--- src/design/satq_pkg.sv ---
`timescale 1ns / 1ps
package satq_pkg;

  localparam int MAX_ROWS    = 64;
  localparam int MAX_COLS    = 64;
  localparam int ROW_W       = $clog2(MAX_ROWS);
  localparam int COL_W       = $clog2(MAX_COLS);
  localparam int ADDR_W      = $clog2(MAX_ROWS * MAX_COLS);
  localparam int DEPTH       = MAX_ROWS * MAX_COLS;
  localparam int CFG_W       = 7;
  localparam int IDX_W       = 1;
  localparam int ELEM_W      = 16;
  localparam int RS_W        = 22;
  localparam int SUM_W       = 28;
  localparam int QUEUE_DEPTH = 2;
  localparam int QPTR_W      = $clog2(QUEUE_DEPTH);
  localparam int QCNT_W      = $clog2(QUEUE_DEPTH + 1);

  // register indexes
  localparam logic [IDX_W-1:0] REG_ROWS = 1'd0;
  localparam logic [IDX_W-1:0] REG_COLS = 1'd1;

  // result status codes
  localparam logic [1:0] STAT_STORED = 2'd0;
  localparam logic [1:0] STAT_DONE   = 2'd1;
  localparam logic [1:0] STAT_ANSWER = 2'd2;
  localparam logic [1:0] STAT_REJECT = 2'd3;

  // command kinds passed from front to back
  localparam logic [1:0] CMD_LOAD   = 2'd0;
  localparam logic [1:0] CMD_QUERY  = 2'd1;
  localparam logic [1:0] CMD_REJECT = 2'd2;

  localparam logic [CFG_W-1:0] CFG_ROWS_RST = 7'd4;
  localparam logic [CFG_W-1:0] CFG_COLS_RST = 7'd5;

  // Load: addr[0] is the entry above, addr[1] the entry written, use[0] marks
  // a real row above. Query: addr/use hold the four corners in the order
  // (b,r) (t-1,r) (b,l-1) (t-1,l-1); corners 1 and 2 (0-based) subtract.
  typedef struct packed {
    logic [1:0]                   kind;
    logic [1:0]                   status;
    logic [3:0]                   use_mask;
    logic [3:0][ADDR_W-1:0]       addr;
    logic signed [RS_W-1:0]       rsum;
  } cmd_t;

  // 0-based row and column to table address
  function automatic logic [ADDR_W-1:0] tab_addr(input logic [CFG_W-1:0] r,
                                                 input logic [CFG_W-1:0] c);
    logic [ADDR_W-1:0] a;
    a = ADDR_W'(ADDR_W'(r) * ADDR_W'(MAX_COLS) + ADDR_W'(c));
    return a;
  endfunction

  function automatic logic [CFG_W-1:0] clamp_size(input logic [CFG_W-1:0] v,
                                                   input int max_v);
    logic [CFG_W-1:0] res;
    if (v == '0) begin
      res = CFG_W'(1);
    end else if (v > CFG_W'(max_v)) begin
      res = CFG_W'(max_v);
    end else begin
      res = v;
    end
    return res;
  endfunction

endpackage

--- src/design/satq_queue.sv ---
`timescale 1ns / 1ps
module satq_queue import satq_pkg::*; (
  input  logic clk,
  input  logic rst_n,
  input  logic push,
  input  cmd_t push_data,
  output logic full,
  input  logic pop,
  output logic empty,
  output cmd_t head
);

  cmd_t              entries_r [QUEUE_DEPTH];
  logic [QPTR_W-1:0] wr_ptr_r, wr_ptr_nxt;
  logic [QPTR_W-1:0] rd_ptr_r, rd_ptr_nxt;
  logic [QCNT_W-1:0] count_r, count_nxt;

  assign full  = (count_r == QCNT_W'(QUEUE_DEPTH));
  assign empty = (count_r == '0);
  assign head  = entries_r[rd_ptr_r];

  always_comb begin
    wr_ptr_nxt = wr_ptr_r;
    rd_ptr_nxt = rd_ptr_r;
    count_nxt  = count_r;
    if (push) begin
      wr_ptr_nxt = (wr_ptr_r == QPTR_W'(QUEUE_DEPTH - 1)) ? '0 : wr_ptr_r + QPTR_W'(1);
    end
    if (pop) begin
      rd_ptr_nxt = (rd_ptr_r == QPTR_W'(QUEUE_DEPTH - 1)) ? '0 : rd_ptr_r + QPTR_W'(1);
    end
    if (push && !pop) begin
      count_nxt = count_r + QCNT_W'(1);
    end else if (pop && !push) begin
      count_nxt = count_r - QCNT_W'(1);
    end
  end

  always_ff @(posedge clk) begin
    if (!rst_n) begin
      wr_ptr_r <= '0;
      rd_ptr_r <= '0;
      count_r  <= '0;
    end else begin
      wr_ptr_r <= wr_ptr_nxt;
      rd_ptr_r <= rd_ptr_nxt;
      count_r  <= count_nxt;
    end
  end

  always_ff @(posedge clk) begin
    if (push) begin
      entries_r[wr_ptr_r] <= push_data;
    end
  end

endmodule

--- config.mk ---
export PLATFORM = sky130hd
export DESIGN_NAME = satq_queue
export DESIGN_NICKNAME = d
export VERILOG_FILES = /design/src/design/satq_pkg.sv /design/src/design/satq_queue.sv
export SDC_FILE = /design/constraint.sdc
export NUM_CORES = 1
export LEC_CHECK = 0
export BUFFER_PORTS_ARGS = -buffer_cell sky130_fd_sc_hd__buf_2
export CAP_MARGIN = 20
export CORE_ASPECT_RATIO = 1.75
export CORE_MARGIN = 3
export CORE_UTILIZATION = 49
export CTS_BUF_LIST = sky130_fd_sc_hd__clkbuf_2 sky130_fd_sc_hd__clkbuf_4 sky130_fd_sc_hd__clkbuf_8
export CTS_CLUSTER_SIZE = 40
export DETAILED_ROUTE_END_ITERATION = 8
export PLACE_DENSITY = 0.79
export SETUP_SLACK_MARGIN = 0.1
export SLEW_MARGIN = 20
export SYNTH_ARGS = -nofsm -noshare
export SYNTH_HDL_FRONTEND = slang
export SYNTH_SLANG_ARGS = --single-unit
--- constraint.sdc ---
create_clock -name clk -period 5.7 [get_ports clk]
set_clock_uncertainty 0.15 [all_clocks]
set_input_delay 0.855 -clock clk [delete_from_list [all_inputs] [get_ports clk]]
set_output_delay 0.855 -clock clk [all_outputs]
set_load 0.05 [all_outputs]
# Yosys cells after proc, flatten, opt, wreduce, memory -nomap -nowiden
# Memory sizes are Yosys's and may differ from the RTL's. A register that Yosys moved wholly into a read port is not among the register bits.
# Index checks and enable logic that the tools add are counted.
# Widths: inputs -> output; s select.
# word_totals
register_bits,4
ramBits,156
input_bits,82
out_inout_bits,80
word_cells,23
n_memories,1
# mem_list
memory,depth,width,read_ports,rd_clocked_by_memory_dff,wr,line,text
entries_r,2,78,1,1,1,satq_queue.sv:13,cmd_t entries_r [QUEUE_DEPTH];
# classes
addsub,4
n_eq_ne,1
mux,8
n_reduce_logical,6
# op_table
operator,n
$mux 1,6
$mux 2,2
$add 1x1->1 const B,2
$add 2x1->2 const B,1
$eq 2x2->1 const B,1
$logic_and 1x1->1,2
$logic_not 1->1,2
$logic_not 2->1,1
$reduce_bool 2->1,1
$sub 2x1->2 const B,1

# Logic depth before layout (Yosys ltp)
# depth
word_depth,4
ltp_mapped,5
mapped_depth_nobuf,5

# Worst setup path after synthesis
# Ideal clock, no wire load.
# synth_timing
path_kind,input to register
start,input port push
end,memory entries_r[0][0] in the netlist's numbering (enable)
setup_ns,0.525
t_arrival_ns,4.298
required_ns,5.025
slack_ns,0.727
cell_stages,1
n_path_buf,0
cell_sequence,nor2b_1
# synth_via
elab_chain_cells,2
# synth_lines
item,line,text
from (decl),satq_queue.sv:5,"input logic push,"
$mux 1,satq_queue.sv:52,if (push) begin
$mux 1 (not written as such),satq_queue.sv:53,entries_r[wr_ptr_r] <= push_data;
to (decl),satq_queue.sv:13,
# Every way passes these cells.

==> metrics <==
outcome finished clean; Synth cell types 17; Initial Util between 50% and 60%; fin nets about 520; top_reg_cell synth edfxtp_1; Syn Inst Count between 200 and 300; Levels on crit path 3; Reg2Reg Launch Point wr_ptr_r$_SDFFE_PN0P_; compound-cell area share of the yosys netlist 0.338%; core area ~12000 um^2; max-cap viol count 0; xor/xnor share of the synthesized area 0.444%; final worst path period need approximately 3.1 ns; Synthesis Warnings 0; final hold vios 0; leakage roughly 2.8 nW; FF+latch count, synth ~160; Slew Limit Fails 0; Num CTS Buffers 17; # hold bufs at CTS 0; Critical R2R Capture entries_r[1][44]$_DFFE_PP_; Worst EP required 4.70 ns; Post-synth EDFFs 156; adder-cell share of the synthesized area less than 1%; Register-to-Register Setup Slack between 3 and 4 ns; syn_nets between 300 and 400; GR met1 Demand/Resource 15.2%; Port Buf Inserts around 160; Die Area 13500 um^2; Die Height 151 um; setup ws final approximately 2.6 ns; CP Data Arrival Time ~2.1 ns; post-CTS setup buffers 0; crit end category primary output; clock sink count about 160; First DRT Iteration DRCs 107; Antenna Nets Post-Route 0; diode count 0; slowest cell delay on critical path ~0.74 ns; final period utilization a little over half; number of global-route vias before repair 3109; Clock transition at path regs roughly 0.08 ns; via count 2971; DP HPWL 6660 um; PwrDens between 300 and 400 nW/um^2; GR Util met2 between 20% and 30%; largest family of logic cells by synthesized area multiplexers; RePlAce Congestion 0.726; worst hold start count_r[1]$_SDFFE_PN0P_; CTS max path bufs 2; met3 usage under 10%; ys async rst share 0%; CP startpoint kind register; Synth-to-Final Area Change 22.0%; setup TNS 0 ns; syn_area_per_cell approximately 22 um^2; grt peak-use layer met2; share of layout cells above drive strength 1 about three fifths; Hold Crit Class reg -> reg; Rows between 50 and 60; Slowest cell on crit path dfxtp_4; DP Worst Slack approximately 2.9 ns; pin count of the biggest net entering global routing 80; DIE WIDTH 89.1 um; r2r worst-path depth 1; Slew headroom between 30% and 40%; post-synthesis mux area share between 10% and 20%; final setup fails 0; CP delay by family, top flip-flops; post-synthesis sequential area ratio between 80 and 90%; global route overflow 0; worst slew pin tran 1.03 ns; drt wl/cell 17.2 um; DRC violations left 0; first-pass GRT wire length 14700 um; RSZ-0062 raised after global routing false; critical path type reg -> out; WP buf/inv 2; routed wire length roughly 10000 um; Resized cells post-CTS 0; io pins 162; htree depth 4; Fmax approximately 320 MHz; mapped cell area ~6000 um^2; VDD IR max 0.000256 V; CP Max Fanout 40; CTS tree yes; WHS Path Cells 2; Clock Latency Late Sink 0.41 ns; root buffer cell clkbuf_8; Total GRT Usage 14.9%; initial antenna violation count 1; most frequent cells in the layout buf_2, edfxtp_1, mux2_2, mux2_4, clkbuf_8; first drt pass iteration count 4; Post-Synth Simple-Gate Area 0.908%; Hold EP count_r[1]$_SDFFE_PN0P_; vias per inst slightly above 5; worst path cell trace buf_12, mux2_2, buf_2; most common cell after layout, fill and taps aside buf_2
==> synth_stat cells, types with 2 or more instances <==
cell | n | area share (%)
edfxtp_1 | 156 | 79
mux2_2 | 58 | 11
mux2_4 | 20 | 5.1
buf_2 | 5 | 0.42
dfxtp_1 | 5 | 1.7
and2_1 | 4 | 0.42
buf_6 | 4 | 0.76
nor2b_1 | 3 | 0.32
xor2_1 | 2 | 0.30
==> logic make-up after synthesis <==
| kind of cell | count (synthesis) |
|---|---|
| DFF | 161 |
| muxes | 78 |
| buffers and inverters | 10 |
| and+or+nand+nor | 9 |
| AOI/OAI and AO/OA | 3 |
| xor gates and xnor gates | 3 |
| adders and majority gates | 1 |
==> flip-flops by register name, summed over array words and instances, names as in the netlist, named ones only <==
| signal | flops |
|---|---|
| count_r | 2 |
| entries_r | 156 |
| rd_ptr_r | 1 |
| wr_ptr_r | 1 |
==> where the power goes <==
part / switching (mW) / leakage (nW) / internal, mW
Clock: 0.374 / 0.187 / 0.384
Combinational: 0.304 / 1.08 / 0.134
Sequential: 0.0279 / 1.51 / 1.37
==> cell type report <==
class | instances | area [um^2]
fill | 837 | 4480
sequential | 161 | 4790
multi-input combinational | 94 | 1080
inverter | 1 | 3.75
tap | 135 | 169
timing repair buffer | 163 | 833
clock inverter | 11 | 118
clock buffer | 18 | 241
==> per-stage QoR <==
| stage | hold WS (ns) | std cells | utilization (%) | total power [mW] | area [um^2] |
|---|---|---|---|---|---|
| 4_1_cts | 0.368 | 582 | 61.6 | 2.62 | 7210 |
| 6_report | 0.369 | 583 | 61.7 | 2.59 | 7230 |
| 2_1_floorplan | 0.316 | 265 | - | 1.76 | 5920 |
| 5_1_grt | 0.422 | 583 | 61.7 | 2.69 | 7230 |
| 3_5_place_dp | 0.354 | 553 | 58.5 | 1.86 | 6850 |
| 3_3_place_gp | 0.325 | 553 | 58.5 | 1.85 | 6850 |
==> worst max-delay path by stage <==
stage	start	endpoint	slack (ns)
2_1_floorplan	push	entries_r[0][0]$_DFFE_PP_	0.73
3_3_place_gp	register	head[26]	2.93
3_5_place_dp	register	head[26]	2.90
4_1_cts	register	head[26]	2.42
5_1_grt	register	head[26]	2.48
6_report	register	head[26]	2.59
==> worst min-delay path: cells and delay by family, from the launching register on <==
family | cells | cell delay (ns)
flops | 1 | 0.34
compound gates | 2 | 0.14
==> routing by layer <==
metal	routed length, um	share of wire, %
met2	5610	56
met1	3550	35
met5	7	0.070
met3	576	5.7
met4	278	2.8
No activity file was read; power rests on OpenSTA's default activity.
