### src/design/satq_pkg.sv
`timescale 1ns / 1ps
package satq_pkg;

  localparam int MAX_ROWS    = 64;
  localparam int MAX_COLS    = 64;
  localparam int ROW_W       = $clog2(MAX_ROWS);
  localparam int COL_W       = $clog2(MAX_COLS);
  localparam int ADDR_W      = $clog2(MAX_ROWS * MAX_COLS);
  localparam int DEPTH       = MAX_ROWS * MAX_COLS;
  localparam int CFG_W       = 7;
  localparam int IDX_W       = 1;
  localparam int ELEM_W      = 16;
  localparam int RS_W        = 22;
  localparam int SUM_W       = 28;
  localparam int QUEUE_DEPTH = 2;
  localparam int QPTR_W      = $clog2(QUEUE_DEPTH);
  localparam int QCNT_W      = $clog2(QUEUE_DEPTH + 1);

  // register indexes
  localparam logic [IDX_W-1:0] REG_ROWS = 1'd0;
  localparam logic [IDX_W-1:0] REG_COLS = 1'd1;

  // result status codes
  localparam logic [1:0] STAT_STORED = 2'd0;
  localparam logic [1:0] STAT_DONE   = 2'd1;
  localparam logic [1:0] STAT_ANSWER = 2'd2;
  localparam logic [1:0] STAT_REJECT = 2'd3;

  // command kinds passed from front to back
  localparam logic [1:0] CMD_LOAD   = 2'd0;
  localparam logic [1:0] CMD_QUERY  = 2'd1;
  localparam logic [1:0] CMD_REJECT = 2'd2;

  localparam logic [CFG_W-1:0] CFG_ROWS_RST = 7'd4;
  localparam logic [CFG_W-1:0] CFG_COLS_RST = 7'd5;

  // Load: addr[0] is the entry above, addr[1] the entry written, use[0] marks
  // a real row above. Query: addr/use hold the four corners in the order
  // (b,r) (t-1,r) (b,l-1) (t-1,l-1); corners 1 and 2 (0-based) subtract.
  typedef struct packed {
    logic [1:0]                   kind;
    logic [1:0]                   status;
    logic [3:0]                   use_mask;
    logic [3:0][ADDR_W-1:0]       addr;
    logic signed [RS_W-1:0]       rsum;
  } cmd_t;

  // 0-based row and column to table address
  function automatic logic [ADDR_W-1:0] tab_addr(input logic [CFG_W-1:0] r,
                                                 input logic [CFG_W-1:0] c);
    logic [ADDR_W-1:0] a;
    a = ADDR_W'(ADDR_W'(r) * ADDR_W'(MAX_COLS) + ADDR_W'(c));
    return a;
  endfunction

  function automatic logic [CFG_W-1:0] clamp_size(input logic [CFG_W-1:0] v,
                                                   input int max_v);
    logic [CFG_W-1:0] res;
    if (v == '0) begin
      res = CFG_W'(1);
    end else if (v > CFG_W'(max_v)) begin
      res = CFG_W'(max_v);
    end else begin
      res = v;
    end
    return res;
  endfunction

endpackage

### src/design/satq_front.sv
`timescale 1ns / 1ps
module satq_front import satq_pkg::*; (
  input  logic                     clk,
  input  logic                     rst_n,
  input  logic                     cfg_we,
  input  logic [IDX_W-1:0]         cfg_index,
  input  logic [CFG_W-1:0]         cfg_data,
  input  logic                     in_valid,
  output logic                     in_stall,
  input  logic                     in_op,
  input  logic signed [ELEM_W-1:0] in_element_value,
  input  logic [CFG_W-1:0]         in_top_row,
  input  logic [CFG_W-1:0]         in_left_col,
  input  logic [CFG_W-1:0]         in_bottom_row,
  input  logic [CFG_W-1:0]         in_right_col,
  input  logic                     q_full,
  output logic                     q_push,
  output cmd_t                     q_cmd
);

  logic [CFG_W-1:0]       rows_r, rows_nxt;
  logic [CFG_W-1:0]       cols_r, cols_nxt;
  logic [CFG_W-1:0]       load_row_r, load_row_nxt;
  logic [CFG_W-1:0]       load_col_r, load_col_nxt;
  logic signed [RS_W-1:0] rs_r, rs_nxt;
  logic                   done_r, done_nxt;

  logic [CFG_W-1:0]       row, col;
  logic signed [RS_W-1:0] rs_new;
  logic                   last_col, last_row;
  logic                   ok;
  logic [CFG_W-1:0]       tm1, lm1;

  assign in_stall = q_full;
  assign q_push   = in_valid && !q_full;

  always_comb begin
    rows_nxt     = rows_r;
    cols_nxt     = cols_r;
    load_row_nxt = load_row_r;
    load_col_nxt = load_col_r;
    rs_nxt       = rs_r;
    done_nxt     = done_r;
    q_cmd        = '0;

    // a finished table restarts at the first element
    row      = done_r ? '0 : load_row_r;
    col      = done_r ? '0 : load_col_r;
    rs_new   = ((col == '0) ? RS_W'(0) : rs_r) + RS_W'(in_element_value);
    last_col = (col + CFG_W'(1)) >= cols_r;
    last_row = (row + CFG_W'(1)) >= rows_r;

    tm1 = in_top_row - CFG_W'(1);
    lm1 = in_left_col - CFG_W'(1);
    ok  = done_r && (in_top_row != '0) && (in_left_col != '0) &&
          (in_top_row <= in_bottom_row) && (in_left_col <= in_right_col) &&
          (in_bottom_row <= rows_r) && (in_right_col <= cols_r);

    if (!in_op) begin
      q_cmd.kind        = CMD_LOAD;
      q_cmd.status      = (last_col && last_row) ? STAT_DONE : STAT_STORED;
      q_cmd.use_mask[0] = (row != '0);
      q_cmd.addr[0]     = tab_addr(row - CFG_W'(1), col);
      q_cmd.addr[1]     = tab_addr(row, col);
      q_cmd.rsum        = rs_new;
    end else begin
      q_cmd.kind     = ok ? CMD_QUERY : CMD_REJECT;
      q_cmd.status   = ok ? STAT_ANSWER : STAT_REJECT;
      q_cmd.use_mask = {(tm1 != '0) && (lm1 != '0), (lm1 != '0), (tm1 != '0), 1'b1};
      q_cmd.addr[0]  = tab_addr(in_bottom_row - CFG_W'(1), in_right_col - CFG_W'(1));
      q_cmd.addr[1]  = tab_addr(tm1 - CFG_W'(1), in_right_col - CFG_W'(1));
      q_cmd.addr[2]  = tab_addr(in_bottom_row - CFG_W'(1), lm1 - CFG_W'(1));
      q_cmd.addr[3]  = tab_addr(tm1 - CFG_W'(1), lm1 - CFG_W'(1));
    end

    if (q_push && !in_op) begin
      if (last_col) begin
        load_col_nxt = '0;
        rs_nxt       = '0;
        if (last_row) begin
          load_row_nxt = '0;
          done_nxt     = 1'b1;
        end else begin
          load_row_nxt = row + CFG_W'(1);
          done_nxt     = 1'b0;
        end
      end else begin
        load_col_nxt = col + CFG_W'(1);
        load_row_nxt = row;
        rs_nxt       = rs_new;
        done_nxt     = 1'b0;
      end
    end

    // any register write restarts loading
    if (cfg_we) begin
      case (cfg_index)
        REG_ROWS: rows_nxt = clamp_size(cfg_data, MAX_ROWS);
        REG_COLS: cols_nxt = clamp_size(cfg_data, MAX_COLS);
        default: ;
      endcase
      load_row_nxt = '0;
      load_col_nxt = '0;
      rs_nxt       = '0;
      done_nxt     = 1'b0;
    end
  end

  always_ff @(posedge clk) begin
    if (!rst_n) begin
      rows_r     <= CFG_ROWS_RST;
      cols_r     <= CFG_COLS_RST;
      load_row_r <= '0;
      load_col_r <= '0;
      rs_r       <= '0;
      done_r     <= 1'b0;
    end else begin
      rows_r     <= rows_nxt;
      cols_r     <= cols_nxt;
      load_row_r <= load_row_nxt;
      load_col_r <= load_col_nxt;
      rs_r       <= rs_nxt;
      done_r     <= done_nxt;
    end
  end

endmodule

### config.mk
export PLATFORM = sky130hd
export DESIGN_NAME = satq_front
export DESIGN_NICKNAME = d
export VERILOG_FILES = /design/src/design/satq_pkg.sv /design/src/design/satq_front.sv
export SDC_FILE = /design/constraint.sdc
export NUM_CORES = 1
export LEC_CHECK = 0
export BUFFER_PORTS_ARGS = -buffer_cell sky130_fd_sc_hd__clkbuf_2
export CAP_MARGIN = 20
export CORE_UTILIZATION = 35
export CTS_BUF_LIST = sky130_fd_sc_hd__clkbuf_2
export DETAILED_ROUTE_END_ITERATION = 10
export PLACE_DENSITY = 0.68
export SYNTH_ARGS = -nofsm -noshare
export SYNTH_HDL_FRONTEND = slang
export SYNTH_SLANG_ARGS = --single-unit
### constraint.sdc
create_clock -name clk -period 3.8 [get_ports clk]
set_input_delay 0.57 -clock clk [delete_from_list [all_inputs] [get_ports clk]]
set_output_delay 0.57 -clock clk [all_outputs]
set_load 0.02 [all_outputs]
== After elaboration in Yosys (flattened, before gate mapping) ==
Cells that the tools add are included.

* Register bits: 51
* Word-level logic and storage cells: 73
* Bits of input ports: 58
* Output and inout port bits: 80

* Multiplexer cells: 20
* $add $sub $neg: 16
* Order comparisons: 7
* Reductions and logical operators: 22
* Bitwise gates (word level): 2

{| class="wikitable"
|+ Operator list
! kind !! count
|-
| $add A12 B7 Y12 || 6
|-
| $mux W22 || 3
|-
| $mux W7 || 7
|-
| $mux W24 || 2
|-
| $reduce_bool A7 Y1 || 5
|-
| $le A7 B7 Y1 || 4
|-
| $sub A7 B1 Y7 const B || 4
|-
| $add A22 B16 Y22 || 1
|-
| $sub A6 B1 Y6 const B || 3
|-
| $add A7 B1 Y7 const B || 2
|-
| $ge A7 B7 Y1 || 2
|-
| $logic_not A7 Y1 || 2
|-
| $logic_and A1 B1 Y1 || 10
|-
| $gt A7 B7 Y1 const B || 1
|-
| $mux W1 || 5
|-
| $mux W4 || 1
|-
| $reduce_and A2 Y1 || 2
|-
| $mux W3 || 1
|-
| $logic_not A1 Y1 || 2
|-
| $mux W2 || 1
|-
| $not A1 Y1 || 2
|-
| $reduce_or A2 Y1 || 1
|}

== Longest topological paths before layout ==
* Word-level depth: 9
* Mapped depth: 17
* Depth with buffers taken out: 15

== Worst setup path after synthesis ==
No wires, ideal clock.

* Path kind: flip-flop to output port
* Start: reg done_r
* End: out q_cmd[18] in the netlist's numbering
* Path buffers: 2
* Slack: -0.101 ns
* Cell stages (with the launch flop): 18
* Data arrival time: 3.331 ns
* Required time: 3.230 ns
* Path through: dfxtp_1 > clkbuf_1 > clkinv_1 > nand2_1 > ha_1 > nand2_1 > clkbuf_1 > and2_1 > ha_1 > inv_1 > fa_1 > nand2b_1 > a21oi_1 > a211oi_1 > a211oi_1 > a31oi_1 > xor2_1 > nor2_1

{| class="wikitable"
|+ RTL lines
! element !! line !! RTL
|-
| start: declaration || satq_front.sv:26 || <nowiki>logic done_r, done_nxt;</nowiki>
|-
| start signal: assignment || satq_front.sv:123 || <nowiki>done_r <= done_nxt;</nowiki>
|-
| end: declaration || satq_front.sv:18 || <nowiki>output cmd_t q_cmd</nowiki>
|}

==> results.toml <==
[layout]
finalCoreUtilization_pct = 49.3
n_antenna_cell = 0
areaGrowthSynthToFinish_pct = 36.8
drive_above_1_share_pct = 34.3
fin_area_sq_um = 8560
nNetsFinal = 1193

[clock_network]
cts_sinks = 51
cts_tree = "built"
htreeDepth = 2
cts-root-buf = "clkbuf_2"
insertion_delay_ps = 520
clk_pin_slew_ps = 330
clock_path_buffers = 2
numCtsBuffers = 5

[drt]
postRouteAntennaNets = 0
post_drt_wl_per_cell_um = 14.7
firstDrtPassIters = 5
via_per_inst = 5.21
initialDrtViolationCount = 301
wl_um = 18700
drc = 0
via_count = 6605

[timing]
hold_slack_ps = 300
max_clock_freq_ghz = 0.234
hold_viol_final = 0
slew_violations = 0
min_period_over_period_pct = 113
skew_ps = 54.8
min_period_ps = 4280
max_slew_margin_pct = 37.0
setup_ws_ps = -477
rsz0062_at_grt = "true"
worst_pin_slew_ps = 944
setup_viol = 16
setup_tns_ps = -4600

[floorplan]
die_y_um = 136
start_util_pct = 36.1
row_count = 48
die_w_um = 136
core_area_sq_um = 17400
io_pins = 138
die-area_sq_um = 18400

[hold_path]
min_path_type = "in -> reg"
min_path_cells = 3
min_from = "cfg_index"

[yosys]
yosysUniqueCellTypes = 67
synth_warnings = 0
async_reset_ff_share_pct = 0
yosys.area.top_type_share_pct = 18.6
synth_common_cells = "ha_1, nand2_1, nor2_1, a21oi_1, dfxtp_1"
synth.avg_cell_area_sq_um = 7.43
synth_enable_flop_cells = 0
synthCells = 843
yosysMostFrequentCell = "ha_1"
synth_nets = 995
seq_area_frac_synth_pct = 16.3
netlist_area_sq_um = 6260
synth.largest_area_cell = "ha_1"
yosys-top-cells-area = "ha_1, dfxtp_1, xnor2_1"
ys.flop_type = "dfxtp_1"
synth_seq_cells = 51

[power_and_ir_drop]
switching_power_mw = 0.594
finalPower_mw = 1.48
p_int_mw = 0.881
ir_worst_vdd_mv = 0.145
p_seq_share_pct = 37.6
leakagePower_nw = 3.81
p_per_area_nw_per_um2 = 172
p_sw_share_pct = 40.3
pwr-share-comb_pct = 44.2
clock_power_share_pct = 18.2

[global_route]
grt_pass1_vias = 6322
gr-total-overflow = 0
antenna_found_initial = 0
grt_start_max_net_pins = 38
grt_pass1_wl_um = 29600
grt.total_usage_pct = 19.8

[critical_path]
worstPathRequired_ps = 3230
path_cells = "or4_4 > o21ai_4 > nand2_4 > and2_4 > ha_4 > inv_2 > fa_2 > nand2b_4 > a21oi_2 > a211oi_2 > buf_4 > o21ai_4 > a21oi_2 > xor2_1 > nor2_1 > buf_4"
critPathKind = "reg -> out"
slowest_stage = "or4_4"
arrival_ps = 3710
cp_num_buf_inv = 3
cp-end-kind = "primary output"
cp_max_fo = 7
slowest_delay_ps = 540
path_depth = 16
r2r_start = "done_r"
reg2regPathDepth = 23
critical_path.top_delay_family = "simple AND/OR/NAND/NOR gates"
startpoint = "load_col_r[2]"
crit_path_start_kind = "register"

[place]
place_area_sq_um = 7490
io_buffer_count = 137
place_congestion = 0.884
dpl.hpwl_um = 14000

[run_status]
failed_checks = "negative setup slack"
outcome = "complete, but fails checks"

[run]
cap_violations = 0
[state kept, by name (all words and copies together) (netlist names)]
| signal | count |
|---|---|
| done_r | 1 |
| load_row_r | 7 |
| rows_r | 7 |
| rs_r | 22 |
| load_col_r | 7 |
| cols_r | 7 |
[final timing paths]
check | endpoint | slack (ps)
worst max register to register | load_row_r[1] | 350
worst max-delay path | q_cmd[16] | -480
worst min-delay path | cols_r[6] | 300
worst min register to register | rs_r[14] | 470
[per-stage QoR]
stage	cells	setup slack, ps
finish	1267	-477
global placement	1223	-55.9
detailed placement	1223	-104
CTS	1252	-389
floorplan	843	29.2
global route	1267	-619
[power groups by stage]
stage | registers (mW) | logic, mW | clock network, mW
2_1_floorplan | 0.560 | 0.400 | 0
3_3_place_gp | 0.564 | 0.583 | 0
3_5_place_dp | 0.564 | 0.589 | 0
4_1_cts | 0.555 | 0.625 | 0.276
5_1_grt | 0.557 | 0.716 | 0.306
6_report | 0.555 | 0.652 | 0.269
[layout make-up]
class / count / area, sq um
multi-input combinational: 703 / 5510
sequential: 51 / 1030
timing repair buffer: 237 / 1520
fill: 1629 / 8790
clock inverter: 3 / 28.8
clock buffer: 5 / 25.0
tap: 225 / 282
inverter: 43 / 171
[cell usage in the layout, fill, tap and decap left out, types with 11 or more instances in the layout]
cell | synthesis | routed
nand3_1 | 36 | 34
a21oi_2 | 0 | 13
nor3b_1 | 12 | 11
a21oi_1 | 60 | 45
dfxtp_1 | 51 | 47
clkbuf_2 | 0 | 126
o21a_1 | 11 | 11
xnor2_1 | 45 | 37
nor3_1 | 14 | 12
o21ai_0 | 41 | 35
inv_1 | 42 | 39
xor2_1 | 28 | 20
ha_4 | 0 | 16
ha_1 | 93 | 74
nor2b_1 | 25 | 22
nand2_1 | 87 | 84
buf_4 | 15 | 103
nor2_1 | 67 | 61
and2_1 | 44 | 41
[logic make-up after synthesis]
family | Yosys count | synth area share (%)
flip-flops | 51 | 16.3
XOR/XNOR | 75 | 10.7
AO/OA/AOI/OAI | 189 | 19.1
multiplexers | 9 | 1.50
buffers and inverters | 90 | 6.33
AND/OR/NAND/NOR | 335 | 27.1
adder cells (fa/ha/maj) | 94 | 18.9
[worst reg2reg max path, delay by kind of cell, from the launching register on]
kind,cells,cell delay [ps]
buffers and inverters,13,1470
adder cells (fa/ha/maj),2,480
AO/OA/AOI/OAI,4,470
flip-flops,1,460
AND/OR/NAND/NOR,3,320
XOR/XNOR,1,150
[layer usage]
metal  up-vias  GRT usage, %  wire length (um)
met5         -             0                 0
met2       170          35.5              9110
met3        34          2.32               817
li1       3322             -                 -
met1      3079          25.0              8400
met4         0          4.12               335
[timing repair]
action                                 in CTS  in global routing
hold buffers                                0                  0
setup endpoints to repair                  19                 21
resized for setup                          99                 68
gates cloned                                2                  0
pin swaps                                  32                 43
buffers inserted                           21                 17
endpoints found under the hold margin       0                  0
(Power assumes the default switching activity.)
